--- src/rtl/csvkh_pkg.sv ---
// package: payload types, phase codes and character constants for the csv key hasher
package csvkh_pkg;

  localparam int HASH_BITS = 64;
  localparam int CFG_IDX_BITS = 1;
  localparam int CFG_DATA_BITS = 8;

  localparam logic [HASH_BITS-1:0] HASH_START = 64'd5381;
  localparam logic [7:0] CH_COMMA = 8'h2C;
  localparam logic [7:0] CH_QUOTE = 8'h22;
  localparam logic [7:0] CH_NEWLINE = 8'h0A;
  localparam logic [7:0] CH_NUL = 8'h00;

  localparam logic [CFG_IDX_BITS-1:0] REG_FIELD_NUMBER = 1'b0;
  localparam logic [CFG_IDX_BITS-1:0] REG_KEY_CHARS = 1'b1;

  typedef enum logic [3:0] {
    PH_SKIP    = 4'b0001,
    PH_COLLECT = 4'b0010,
    PH_DONE    = 4'b0100,
    PH_IDLE    = 4'b1000
  } phase_t;

  typedef struct packed {
    logic [7:0] data_byte;
    logic       end_of_input;
  } in_t;

  typedef struct packed {
    logic [63:0] key_hash;
    logic [31:0] line_offset;
  } out_t;

  typedef struct packed {
    logic emit;
    out_t data;
  } scan_res_t;

endpackage

--- src/rtl/csvkh_scan.sv ---
// line scanner: column skip, key collection, djb2 update and line offset tracking
module csvkh_scan import csvkh_pkg::*; #(
  parameter int OFFSET_BITS = 32
) (
  input  logic       clk,
  input  logic       rst_n,
  input  logic       step,
  input  in_t        in_item,
  input  logic [7:0] field_number,
  input  logic [7:0] key_chars,
  output scan_res_t  res
);

  logic [OFFSET_BITS-1:0] pos_r, pos_nxt;
  logic [OFFSET_BITS-1:0] line_start_r, line_start_nxt;
  logic [7:0]             skip_r, skip_nxt;
  logic [7:0]             taken_r, taken_nxt;
  logic [HASH_BITS-1:0]   hash_r, hash_nxt;
  phase_t                 phase_r, phase_nxt;

  logic [7:0]             b;
  logic                   newline;
  logic                   emit;
  logic [7:0]             skip_count;
  logic [7:0]             skip_dec;
  logic [HASH_BITS-1:0]   sb;
  logic [HASH_BITS-1:0]   hash_upd;
  logic [OFFSET_BITS-1:0] pos_inc;
  logic [63:0]            ls_ext;

  assign b          = in_item.data_byte;
  assign newline    = (b == CH_NEWLINE);
  assign emit       = newline || in_item.end_of_input;
  assign skip_count = (field_number == 8'd0) ? 8'd0 : field_number - 8'd1;
  assign sb         = {{(HASH_BITS-8){b[7]}}, b};
  assign pos_inc    = pos_r + {{(OFFSET_BITS-1){1'b0}}, 1'b1};
  assign ls_ext     = 64'(line_start_r);

  always_comb begin
    skip_nxt       = skip_r;
    phase_nxt      = phase_r;
    taken_nxt      = taken_r;
    hash_nxt       = hash_r;
    pos_nxt        = pos_inc;
    line_start_nxt = line_start_r;
    skip_dec       = 8'd0;
    hash_upd       = 64'd0;

    // first byte of a line picks up the column to use
    if (phase_r == PH_IDLE) begin
      skip_nxt  = skip_count;
      phase_nxt = (skip_count == 8'd0) ? PH_COLLECT : PH_SKIP;
    end

    if (!newline) begin
      if (b == CH_NUL) begin
        phase_nxt = PH_DONE;
      end else if (phase_nxt == PH_SKIP) begin
        if (b == CH_COMMA) begin
          skip_dec = skip_nxt - 8'd1;
          skip_nxt = skip_dec;
          if (skip_dec == 8'd0) begin
            phase_nxt = PH_COLLECT;
          end
        end
      end else if (phase_nxt == PH_COLLECT) begin
        if (taken_r >= key_chars || b == CH_COMMA) begin
          phase_nxt = PH_DONE;
        end else if (b != CH_QUOTE) begin
          // hash * 33 + signed byte
          hash_upd  = (hash_r << 5) + hash_r + sb;
          hash_nxt  = hash_upd;
          taken_nxt = taken_r + 8'd1;
        end
      end
    end

    res.emit             = emit;
    res.data.key_hash    = hash_nxt;
    res.data.line_offset = ls_ext[31:0];

    if (emit) begin
      if (in_item.end_of_input) begin
        pos_nxt        = '0;
        line_start_nxt = '0;
      end else begin
        line_start_nxt = pos_inc;
      end
      skip_nxt  = skip_count;
      taken_nxt = 8'd0;
      hash_nxt  = HASH_START;
      phase_nxt = PH_IDLE;
    end
  end

  always_ff @(posedge clk) begin
    if (!rst_n) begin
      pos_r        <= '0;
      line_start_r <= '0;
      skip_r       <= 8'd0;
      taken_r      <= 8'd0;
      hash_r       <= HASH_START;
      phase_r      <= PH_IDLE;
    end else if (step) begin
      pos_r        <= pos_nxt;
      line_start_r <= line_start_nxt;
      skip_r       <= skip_nxt;
      taken_r      <= taken_nxt;
      hash_r       <= hash_nxt;
      phase_r      <= phase_nxt;
    end
  end

  // line state is cleared after every emitted request
  a_line_clear: assert property (@(posedge clk) disable iff (!rst_n)
    step && emit |=> phase_r == PH_IDLE && taken_r == 8'd0 && hash_r == HASH_START)
    else $error("line state not cleared after result");

  // end of input restarts offsets
  a_stream_restart: assert property (@(posedge clk) disable iff (!rst_n)
    step && in_item.end_of_input |=> pos_r == '0 && line_start_r == '0)
    else $error("offsets not restarted at end of input");

  // offset advances by one on every mid-line byte
  a_pos_advance: assert property (@(posedge clk) disable iff (!rst_n)
    step && !emit |=> pos_r == OFFSET_BITS'($past(pos_r) + 1'b1))
    else $error("byte position did not advance");

  // no state change without a request
  a_hold: assert property (@(posedge clk) disable iff (!rst_n)
    !step |=> $stable(pos_r) && $stable(hash_r) && $stable(phase_r))
    else $error("scanner state moved while idle");

endmodule

--- src/rtl/csvkh_outreg.sv ---
// result register: holds one finished result while the consumer stalls
module csvkh_outreg import csvkh_pkg::*; (
  input  logic      clk,
  input  logic      rst_n,
  input  logic      load,
  input  scan_res_t res,
  input  logic      out_ready,
  output logic      can_load,
  output logic      out_valid,
  output out_t      out_data
);

  logic out_valid_r, out_valid_nxt;
  out_t out_data_r;

  assign can_load = !out_valid_r || out_ready;

  always_comb begin
    out_valid_nxt = out_valid_r;
    if (load) begin
      out_valid_nxt = res.emit;
    end else if (out_ready) begin
      out_valid_nxt = 1'b0;
    end
  end

  always_ff @(posedge clk) begin
    if (!rst_n) begin
      out_valid_r <= 1'b0;
    end else begin
      out_valid_r <= out_valid_nxt;
    end
  end

  always_ff @(posedge clk) begin
    if (load && res.emit) begin
      out_data_r <= res.data;
    end
  end

  assign out_valid = out_valid_r;
  assign out_data  = out_data_r;

endmodule

--- src/rtl/csv_field_key_hasher_top.sv ---
// top level: csv key column djb2 hasher with config registers and result register
// a result is registered and valid in the cycle after the byte that ends its line is accepted
// throughput: one byte per cycle, sustained while the result side keeps up
// the rate is set by the scan and hash update, worked out combinationally per byte and feeding the result register
// reset (synchronous, active low): offsets zero, hash 5381, no result pending,
//   field_number back to 1 and key_chars back to 16
module csv_field_key_hasher_top import csvkh_pkg::*; #(
  parameter int OFFSET_BITS = 32
) (
  input  logic                     clk,
  input  logic                     rst_n,
  // byte stream requests
  input  logic                     in_valid,
  output logic                     in_ready,
  input  in_t                      in_data,
  // hash results
  output logic                     out_valid,
  input  logic                     out_ready,
  output out_t                     out_data,
  // register writes
  input  logic                     cfg_wr_en,
  input  logic [CFG_IDX_BITS-1:0]  cfg_index,
  input  logic [CFG_DATA_BITS-1:0] cfg_wdata
);

  logic [7:0] field_number_r;
  logic [7:0] key_chars_r;
  logic       can_load;
  logic       step;
  scan_res_t  res;

  // config registers; field_number is sampled by the scanner only at line start
  always_ff @(posedge clk) begin
    if (!rst_n) begin
      field_number_r <= 8'd1;
      key_chars_r    <= 8'd16;
    end else if (cfg_wr_en) begin
      unique case (cfg_index)
        REG_FIELD_NUMBER: field_number_r <= cfg_wdata;
        REG_KEY_CHARS:    key_chars_r    <= cfg_wdata;
        default:          ;
      endcase
    end
  end

  // a request is taken whenever the result register is empty or being drained;
  // a result waiting on a stalled consumer holds off the next request
  assign in_ready = can_load;
  assign step     = in_valid && can_load;

  // per-byte scan: column skip, quote drop, hash update, line offset
  csvkh_scan #(
    .OFFSET_BITS (OFFSET_BITS)
  ) u_scan (
    .clk          (clk),
    .rst_n        (rst_n),
    .step         (step),
    .in_item      (in_data),
    .field_number (field_number_r),
    .key_chars    (key_chars_r),
    .res          (res)
  );

  // result register; loads only on newline or end of input
  csvkh_outreg u_outreg (
    .clk       (clk),
    .rst_n     (rst_n),
    .load      (step),
    .res       (res),
    .out_ready (out_ready),
    .can_load  (can_load),
    .out_valid (out_valid),
    .out_data  (out_data)
  );

endmodule

--- config.mk ---
export PLATFORM = sky130hd
export DESIGN_NAME = csv_field_key_hasher_top
export DESIGN_NICKNAME = d
export VERILOG_FILES = /design/src/rtl/csvkh_pkg.sv /design/src/rtl/csvkh_scan.sv /design/src/rtl/csvkh_outreg.sv /design/src/rtl/csv_field_key_hasher_top.sv
export SDC_FILE = /design/constraint.sdc
export NUM_CORES = 1
export LEC_CHECK = 0
export ABC_AREA = 1
export BUFFER_PORTS_ARGS = -buffer_cell sky130_fd_sc_hd__buf_2
export CORE_ASPECT_RATIO = 1.25
export CORE_MARGIN = 2
export CORE_UTILIZATION = 55
export DETAILED_ROUTE_END_ITERATION = 10
export PLACE_DENSITY = 0.74
export RECOVER_POWER = 50
export SYNTH_ARGS = -nofsm -noshare
export SYNTH_HDL_FRONTEND = slang
export SYNTH_SLANG_ARGS = --single-unit
--- constraint.sdc ---
create_clock -name clk -period 6.6 [get_ports clk]
set_clock_uncertainty 0.2 [all_clocks]
set_input_delay 0.66 -clock clk [delete_from_list [all_inputs] [get_ports clk]]
set_output_delay 0.66 -clock clk [all_outputs]
set_load 0.02 [all_outputs]
==> results of run 1 <==
-- metrics by stage --
stage	std cells	power, mW	utilization	hold WS (ns)
after CTS	2966	4.28	0.613	0.112
after global routing	2966	4.45	0.608	0.134
after detailed placement	2916	2.76	0.585	0.212
after global placement	2916	2.74	0.585	0.209
after floorplan	2439	2.49	-	0.203
final	2966	4.26	0.608	0.129
-- cell usage after synthesis, drive strengths merged (8+ instances only) --
master,number,area share
fa,59,0.067
nand3b,12,0.0051
o21bai,10,0.0043
nand4,36,0.014
nor4,8,0.0028
xnor2,29,0.014
nand3,150,0.044
a21o,10,0.0043
clkbuf,52,0.011
nor2,233,0.051
xor2,9,0.0045
or2,8,0.0028
buf,14,0.0050
a21oi,252,0.072
and2,14,0.0050
nor3,26,0.0083
o21ai,199,0.059
nand2,662,0.14
dfxtp,165,0.19
edfxtp,96,0.16
inv,278,0.059
ha,81,0.058
a21boi,19,0.0081
-- where the power goes --
| part | switching (mW) | internal (mW) |
|---|---|---|
| Clock | 0.675 | 0.849 |
| Combinational | 0.644 | 0.273 |
| Sequential | 0.0548 | 1.76 |
-- registers in the layout (all words and copies together) (netlist names) --
register / flops
key_chars_r: 8
u_scan.line_start_r: 32
u_scan.pos_r: 32
u_outreg.out_valid: 1
u_scan.phase_r: 4
u_outreg.out_data: 96
field_number_r: 8
u_scan.taken_r: 8
u_scan.hash_r: 64
u_scan.skip_r: 8
-- cells by family (layout without fill, tap and decap cells) --
group	after synthesis	in the layout	share of synthesized area
compound gates	507	507	0.155
xor+xnor	38	38	0.0189
fa+ha+maj	140	140	0.125
buf+inv	344	459	0.0754
flops	261	261	0.351
simple gates	1149	1149	0.275
-- per-layer routing --
layer	routed length, um	up-vias	share of wire
met5	0	-	0
met4	2670	0	0.050
met3	2670	111	0.050
met2	26800	445	0.50
met1	21500	7710	0.40
li1	-	8241	-
-- worst paths after layout --
check / start / slack, ns / endpoint / cells after the start
hold reg to reg: u_scan.line_start_r[19] / 0.23 / u_outreg.out_data[19] / 0
hold / removal: cfg_wdata[0] / 0.13 / field_number_r[0] / 3
setup / recovery: in_data[8] / 1.82 / u_scan.skip_r[2] / 10
setup reg to reg: u_outreg.out_valid / 2.00 / u_scan.skip_r[2] / 7
-- area by class of cell --
type,instances,area (um2)
Clock buffer,31,701
Timing Repair Buffer,131,549
Fill cell,3060,12400
Tap cell,412,515
Inverter,278,1040
Sequential cell,261,6190
Clock inverter,19,179
Multi-Input combinational cell,1834,10100
-- critical path: stages --
cell      delay, ns
buf_4          0.41
nor3_1         0.27
nand2_1        0.11
nor2_1         0.38
nor2_1         0.11
nor2_1         0.26
clkbuf_1       2.21
a32o_1         0.39
inv_1          0.05
a21oi_1        0.12
==> impl_metrics.json, run 1 <==
{
  "arrival_ns": 5.04,
  "synth_edf_count": 96,
  "met2_usage": 0.589,
  "slew_violations": 199,
  "cp_max_fo": 52,
  "dp_slack_ns": 1.73,
  "post_dp_cell_area_mm2": 0.0185,
  "power_density_mw_per_mm2": 221,
  "grt_pass1_vias": 16400,
  "layout_commonest_cell": "nand2_1",
  "cts_resized": 0,
  "criticalPathCategory": "input port to flop",
  "hold_buffers": 0,
  "p_leak_nw": 8.20,
  "port_buffers": 120,
  "grt_overflow": 0,
  "io_pins": 121,
  "min_period_ns": 4.78,
  "path_clk_slew_ns": 0.06,
  "antenna_found_initial": 0,
  "drt_iter0_markers": 1116,
  "async_reset_ff_frac": 0,
  "h-tree-depth": 1,
  "num_vias": 16500,
  "clock-sinks": 261,
  "grt_pass1_wl_mm": 85.4,
  "fin_nets": 2696,
  "gr-usage-met3": 0.0367,
  "wl_per_cell_um": 18.1,
  "grt.total_usage": 0.325,
  "hpwlAfterDp_mm": 41.6,
  "avgViaCountPerCell": 5.57,
  "area_growth_pct": 9.49,
  "die_area_mm2": 0.0335,
  "syn_avg_cell_area_um2": 7.22,
  "syn_nets": 2602,
  "grt_util_met1": 0.384,
  "drive_gt1_frac": 0.0446,
  "ys_warn_count": 0,
  "die_h_um": 204,
  "final_antenna_net_count": 0,
  "clockRootBuffer": "clkbuf_16",
  "post-cts-setup-buffers": 0,
  "initial_core_util": 0.555,
  "top_usage_layer": "met2",
  "fin_area_mm2": 0.0193,
  "wirelength_mm": 53.6,
  "syn-cell-area_mm2": 0.0176,
  "grt_max_degree": 82,
  "numCtsBuffers": 27,
  "slew_headroom": -1.06,
  "hold_viol": 0,
  "diodes": 0,
  "timing.final.ws_setup_ns": 1.82,
  "worst_pin_slew_ns": 3.09,
  "core_area_mm2": 0.0317,
  "synthFlopType": "dfxtp_1",
  "ys_ff_latch": 261,
  "place_congestion": 0.988,
  "clk_path_buf_depth": 3,
  "outcome": "complete, but fails checks",
  "hold_path_class": "input port to flop",
  "critPathRequiredTime_ns": 6.86,
  "dieWidth_um": 164,
  "drt_pass1_iterations": 5,
  "drc_errors": 0,
  "netlist_instances": 2439,
  "startpoint_type": "input port",
  "min_period_over_period": 0.724,
  "most-common-layout-cells": "658 x nand2_1, 273 x inv_1, 252 x a21oi_1",
  "violations": "capacitance limit, slew limit",
  "max_freq_ghz": 0.209,
  "cts_tree": "yes",
  "placementRows": 73,
  "setup-violations-final": 0,
  "clk_latency_ns": 0.57,
  "setup-tns-final_ns": 0,
  "rsz0062_at_grt": "false",
  "cap_viol_max_count": 3,
  "synth.distinct_cells": 45,
  "synth_seq_area_share": 0.351,
  "ir_worst_vdd_v": 0.000227,
  "end_kind": "flop"
}
Power figures use the tool's default switching activity.
==> run 2, diff against run 1 <==
--- a/config.mk
+++ b/config.mk
@@ -5,7 +5,7 @@
 export SDC_FILE = /design/constraint.sdc
 export NUM_CORES = 1
 export LEC_CHECK = 0
-export ABC_AREA = 1
+export ABC_AREA = 0
 export BUFFER_PORTS_ARGS = -buffer_cell sky130_fd_sc_hd__buf_2
 export CORE_ASPECT_RATIO = 1.25
 export CORE_MARGIN = 2
==> constraint.sdc (replaced) <==
create_clock -name clk -period 4.9 [get_ports clk]
set_clock_uncertainty 0.2 [all_clocks]
set_input_delay 0.49 -clock clk [delete_from_list [all_inputs] [get_ports clk]]
set_output_delay 0.49 -clock clk [all_outputs]
set_load 0.02 [all_outputs]
==> run 2 against run 1 <==
Against the previous run:
- the flow still finishes with violations (capacitance limit, slew limit)
- clock power rose by 50%
- global-route usage fell by 5.4 points
- worst hold slack got worse by 0.048 ns
- non-clock buffer count rose by 45
- critical path type unchanged
- largest power group unchanged
==> impl_metrics.json, run 2 <==
{
  "area_growth_pct": 12.9,
  "fin_nets": 2000,
  "min_period_over_period": 0.919,
  "max_freq_ghz": 0.222,
  "drive_gt1_frac": 0.0936,
  "h-tree-depth": 1,
  "synthTopCellsByArea": "dfxtp_1 21%, edfxtp_1 18%, fa_1 7.4%",
  "hold_viol": 0,
  "layout_commonest_cell": "nand2_1",
  "r2r_slack_ns": 0.42,
  "async_reset_ff_frac": 0,
  "largest_register_ffs": 96,
  "clockRootBuffer": "clkbuf_16",
  "hold_path_class": "input port to flop",
  "most-common-layout-cells": "227 x nand2_1, 165 x dfxtp_1, 156 x a21oi_1",
  "clk_latency_ns": 0.56,
  "die_h_um": 195,
  "end_kind": "flop",
  "wl_per_cell_um": 18.2,
  "numCtsBuffers": 27,
  "initial_core_util": 0.560,
  "port_buffers": 120,
  "arrival_ns": 4.75,
  "synth_common_cells": "228 x nand2_1, 165 x dfxtp_1, 156 x a21oi_1",
  "outcome": "complete, but fails checks",
  "place_congestion": 0.952,
  "clk_path_buf_depth": 3,
  "violations": "capacitance limit, slew limit",
  "cp_max_fo": 43,
  "min_period_ns": 4.50,
  "crit_chain": "clkbuf_1, clkinvlp_2, clkbuf_1, a311oi_1",
  "rsz0062_at_grt": "false",
  "yosysMostFrequentCell": "nand2_1",
  "drc_errors": 0,
  "drt_pass1_iterations": 5,
  "num_vias": 13400,
  "grt_pass1_vias": 13200,
  "synth_edf_count": 96,
  "grt_max_degree": 72,
  "synth_seq_area_share": 0.386,
  "dp_cells": 2190,
  "setup-violations-final": 0,
  "netlist_instances": 1728,
  "crit_slowest_cell": "clkinvlp_2",
  "clock-sinks": 261,
  "grt_pass1_wl_mm": 67.0,
  "hold_buffers": 8,
  "drt_iter0_markers": 792,
  "wirelength_mm": 40.9,
  "critPathRequiredTime_ns": 5.15,
  "placementRows": 69,
  "criticalPathCategory": "input port to flop",
  "diodes": 0,
  "final_antenna_net_count": 0,
  "power_density_mw_per_mm2": 328,
  "syn-cell-area_mm2": 0.0160,
  "syn_avg_cell_area_um2": 9.27,
  "setup-tns-final_ns": 0,
  "synthFlopType": "dfxtp_1",
  "post-route-util": 0.632,
  "power.total_mw": 5.92,
  "post-cts-setup-buffers": 0,
  "grt.total_usage": 0.271,
  "critPathMostFrequentCell": "clkbuf_1",
  "post_dp_cell_area_mm2": 0.0171,
  "fin_cells": 2248,
  "hpwlAfterDp_mm": 30.3,
  "synth.distinct_cells": 80,
  "slew_violations": 44,
  "die_area_mm2": 0.0305,
  "slew_headroom": -0.384,
  "grt_overflow": 0,
  "ys_warn_count": 0,
  "startpoint_type": "input port",
  "syn_nets": 1891,
  "p_leak_nw": 7.16,
  "final.fill_count": 2424,
  "avgViaCountPerCell": 5.94,
  "ys_ff_latch": 261,
  "synth_largest_area_cell": "dfxtp_1",
  "cap_viol_max_count": 1,
  "yosysTopAreaCellShare": 0.206,
  "fin_area_mm2": 0.0181,
  "ir_worst_vdd_v": 0.000260,
  "worst_pin_slew_ns": 2.08,
  "cts_resized": 0,
  "crit_path_max_incr_delay_ns": 1.62,
  "io_pins": 121,
  "cts_tree": "yes",
  "antenna_found_initial": 1,
  "core_area_mm2": 0.0286,
  "dieWidth_um": 157,
  "path_clk_slew_ns": 0.06
}
run 2: cell count changes after synthesis, moves of 31 or more:
| cell | before | now |
|---|---|---|
| nand2_1 | 659 | 228 |
| inv_1 | 275 | 39 |
| a21oi_1 | 252 | 156 |
| nor2_1 | 229 | 134 |
| o21ai_0 | 171 | 80 |
| nand3_1 | 144 | 57 |
| mux2_2 | 0 | 38 |
| a21o_1 | 10 | 43 |
| a22oi_1 | 1 | 33 |
| xor2_1 | 9 | 40 |
run 2: metrics by stage:
stage / hold WS [ns] / setup slack [ns]
final: 0.0813 / 0.399
after CTS: 0.0458 / 0.435
after global routing: 0.0923 / 0.0235
after floorplan: 0.208 / 0.718
after detailed placement: 0.218 / 0.0257
after global placement: 0.215 / 0.0881
run 2: path summary, 6_finish.rpt:
path / to / startpoint / cells past startpoint
setup reg to reg: u_outreg.out_data[88] / u_scan.hash_r[11] / 12
hold reg to reg: u_outreg.out_data[24] / u_scan.line_start_r[24] / 0
setup / recovery: u_scan.skip_r[3] / rst_n / 4
hold / removal: key_chars_r[6] / cfg_index / 3
run 2: power by group:
group	switching, mW	leakage [nW]	internal [mW]
clock	0.893	0.481	1.39
sequential	0.0569	2.25	2.34
combinational	0.783	4.42	0.452
total	1.73	7.16	4.19
run 2: kinds of logic after synthesis:
family | share of synthesized area
AOI/OAI and AO/OA | 0.188
xor gates and xnor gates | 0.0542
adders and majority gates | 0.137
buffers and inverters | 0.0349
DFF | 0.386
muxes | 0.0305
and+or+nand+nor | 0.169
run 2: routing by layer:
layer  GRT usage  share of wire
met5           0        0.00032
met4       0.112          0.041
met3      0.0448          0.053
met2       0.470           0.50
met1       0.333           0.41
run 2: layout make-up:
class	instances	area (um2)	share of cell area
clock buffer	31	731	0.0404
clock inverter	19	270	0.0150
inverter	40	154	0.00852
multi-input combinational	1331	9280	0.514
sequential	261	6190	0.342
tap	390	488	0.0270
timing repair buffer	176	961	0.0532
run 2: critical path: cells and delay by family:
kind,cells,cell delay [ns]
buf+inv,3,3.72
compound gates,1,0.49
==> run 3, diff against run 2 <==
--- a/config.mk
+++ b/config.mk
@@ -15,4 +15,5 @@
 export RECOVER_POWER = 50
 export SYNTH_ARGS = -nofsm -noshare
 export SYNTH_HDL_FRONTEND = slang
+export SYNTH_HIERARCHICAL = 1
 export SYNTH_SLANG_ARGS = --single-unit
==> run 3 against run 2 <==
Against the previous run:
- the flow still finishes with violations (capacitance limit, slew limit)
- global-route usage up 0.23 points
- via count up 0.25%
- total power down 0.45%
- maximum frequency up 4.4%
- critical endpoint is now u_scan/hash_r[37]
==> impl_metrics.json, run 3 <==
{
  "worst_pin_slew_ns": 2.51,
  "core_area_mm2": 0.0291,
  "criticalPathCategory": "flop to flop",
  "timing.final.ws_setup_ns": 0.590,
  "max_freq_ghz": 0.232,
  "cts_tree": "yes",
  "fin_cells": 2290,
  "dieWidth_um": 157,
  "hpwlAfterDp_mm": 31.0,
  "cts_resized": 0,
  "die_h_um": 195,
  "numCtsBuffers": 28,
  "synth_largest_area_cell": "dfxtp_1",
  "power_switching_mw": 1.88,
  "startpoint_type": "flop",
  "min_period_over_period": 0.880,
  "dp_slack_ns": 0.0206,
  "drt_pass1_iterations": 5,
  "io_pins": 121,
  "initial_core_util": 0.554,
  "cp_max_fo": 46,
  "grt_max_degree": 65,
  "synth_seq_area_share": 0.384,
  "seq_power_share": 0.413,
  "crit_chain": "or2b_1, and2_2, clkbuf_1, o21ai_1, a32oi_1, nor2_1",
  "slew_headroom": -0.674,
  "crit_slowest_cell": "clkbuf_1",
  "setup-violations-final": 0,
  "die_area_mm2": 0.0307,
  "crit_family": "buffers and inverters",
  "power.total_mw": 5.89,
  "most-common-layout-cells": "243 x nand2_1, 165 x dfxtp_1, 159 x nor2_1",
  "rsz0062_at_grt": "false",
  "avgViaCountPerCell": 5.85,
  "p_clk_frac": 0.351,
  "p_leak_nw": 7.20,
  "fin_nets": 2035,
  "grt.total_usage": 0.273,
  "violations": "capacitance limit, slew limit",
  "end_kind": "flop",
  "h-tree-depth": 1,
  "antenna_found_initial": 0,
  "diodes": 0,
  "drive_gt1_frac": 0.0781,
  "pwr-share-comb": 0.236,
  "synthFlopType": "dfxtp_1",
  "ir_worst_vdd_v": 0.000313,
  "clk_path_buf_depth": 3,
  "drt_iter0_markers": 798,
  "clk_latency_ns": 0.57,
  "netlist_instances": 1771,
  "clock-sinks": 261,
  "cap_viol_max_count": 3,
  "arrival_ns": 4.55,
  "grt_pass1_vias": 13200,
  "ys_ff_latch": 261,
  "largest_register_ffs": 96,
  "final_antenna_net_count": 0,
  "syn_nets": 1934,
  "syn_avg_cell_area_um2": 9.09,
  "synthTopCellsByArea": "dfxtp_1 21%, edfxtp_1 18%, fa_1 7.3%",
  "drc_errors": 0,
  "synth_edf_count": 96,
  "yosysTopAreaCellShare": 0.205,
  "intPower_mw": 4.01,
  "power_density_mw_per_mm2": 327,
  "synth_common_cells": "243 x nand2_1, 165 x dfxtp_1, 161 x nor2_1",
  "place_congestion": 0.937,
  "setup-tns-final_ns": 0,
  "layout_commonest_cell": "nand2_1",
  "slew_violations": 119,
  "fin_area_mm2": 0.0180,
  "hold_viol": 0,
  "swShare": 0.319,
  "placementRows": 70,
  "path_clk_slew_ns": 0.06,
  "hold_path_class": "input port to flop",
  "port_buffers": 120,
  "grt_overflow": 0,
  "ys_warn_count": 6,
  "clockRootBuffer": "clkbuf_16",
  "dp_cells": 2233,
  "wirelength_mm": 41.9,
  "async_reset_ff_frac": 0,
  "crit_path_max_incr_delay_ns": 1.79,
  "crit_buf_inv": 1,
  "min_period_ns": 4.31,
  "area_growth_pct": 11.8,
  "num_vias": 13400,
  "wl_per_cell_um": 18.3,
  "yosysMostFrequentCell": "nand2_1",
  "synth.distinct_cells": 85,
  "syn-cell-area_mm2": 0.0161,
  "grt_pass1_wl_mm": 67.5,
  "outcome": "complete, but fails checks",
  "post_dp_cell_area_mm2": 0.0172,
  "critPathRequiredTime_ns": 5.14
}
## run 3: changes by cell type after synthesis, moves of 11 or more
cell / delta
o21ai_1: +44
mux2_2: -28
nand3_1: -27
nor2_1: +27
mux2i_1: +23
a21oi_1: -15
nand2_1: +15
a22o_1: -13
xor2_1: +13
xnor2_1: -11
## run 3: layout make-up
type	count	area (um2)
flip-flops and latches	261	6190
well taps	396	495
repair buffers	170	878
fillers	2559	11100
multi-input cells	1368	9360
inverters	43	161
clock inverters	16	123
clock buffers	36	795
## run 3: kinds of logic (layout without fill, tap and decap cells)
| group | Yosys count | after routing | share of synthesized area |
|---|---|---|---|
| compound gates | 480 | 480 | 0.188 |
| xor+xnor | 101 | 101 | 0.0549 |
| fa+ha+maj | 140 | 140 | 0.136 |
| buf+inv | 142 | 265 | 0.0351 |
| flops | 261 | 261 | 0.384 |
| mux | 42 | 42 | 0.0271 |
| simple gates | 605 | 605 | 0.174 |
## run 3: power groups by stage
stage | clock network, mW | registers [mW] | logic (mW)
2_1_floorplan | 0 | 2.53 | 0.915
3_3_place_gp | 0 | 2.48 | 1.37
3_5_place_dp | 0 | 2.48 | 1.38
4_1_cts | 2.11 | 2.43 | 1.40
5_1_grt | 2.18 | 2.45 | 1.53
6_report | 2.07 | 2.44 | 1.39
## run 3: worst paths after layout
kind | cells past startpoint | start | slack [ns] | to
worst min-delay path | 3 | cfg_wdata[3] | 0.04 | field_number_r[3]
worst max-delay path | 6 | u_outreg/out_valid | 0.59 | u_scan/hash_r[37]
worst max register to register | 6 | u_outreg/out_valid | 0.59 | u_scan/hash_r[37]
worst min register to register | 0 | u_scan/line_start_r[31] | 0.23 | u_outreg/out_data[31]
## run 3: per-layer routing
layer | vias up | track usage | wire length (um)
li1 | 6541 | - | -
met1 | 6410 | 0.339 | 17500
met2 | 361 | 0.488 | 21100
met3 | 83 | 0.0311 | 1870
met4 | 0 | 0.0987 | 1420
met5 | - | 0 | 0
## run 3: metrics by stage
stage / hold WS [ns] / utilization
floorplan: 0.208 / -
global placement: 0.213 / 0.590
detailed placement: 0.215 / 0.590
CTS: 0.0243 / 0.624
global route: 0.0450 / 0.619
finish: 0.0425 / 0.619
## run 3: timing repair
| item | CTS | global route |
|---|---|---|
| endpoints found under the hold margin | 8 | 0 |
| hold buffers | 5 | 0 |
| buffers inserted | 0 | 0 |
## run 3: worst reg2reg max path, cell delays in order, from the launching register on
cell      delay [ns]
dfxtp_1         0.32
or2b_1          0.16
and2_2          0.17
clkbuf_1        1.79
o21ai_1         1.01
a32oi_1         0.44
nor2_1          0.08
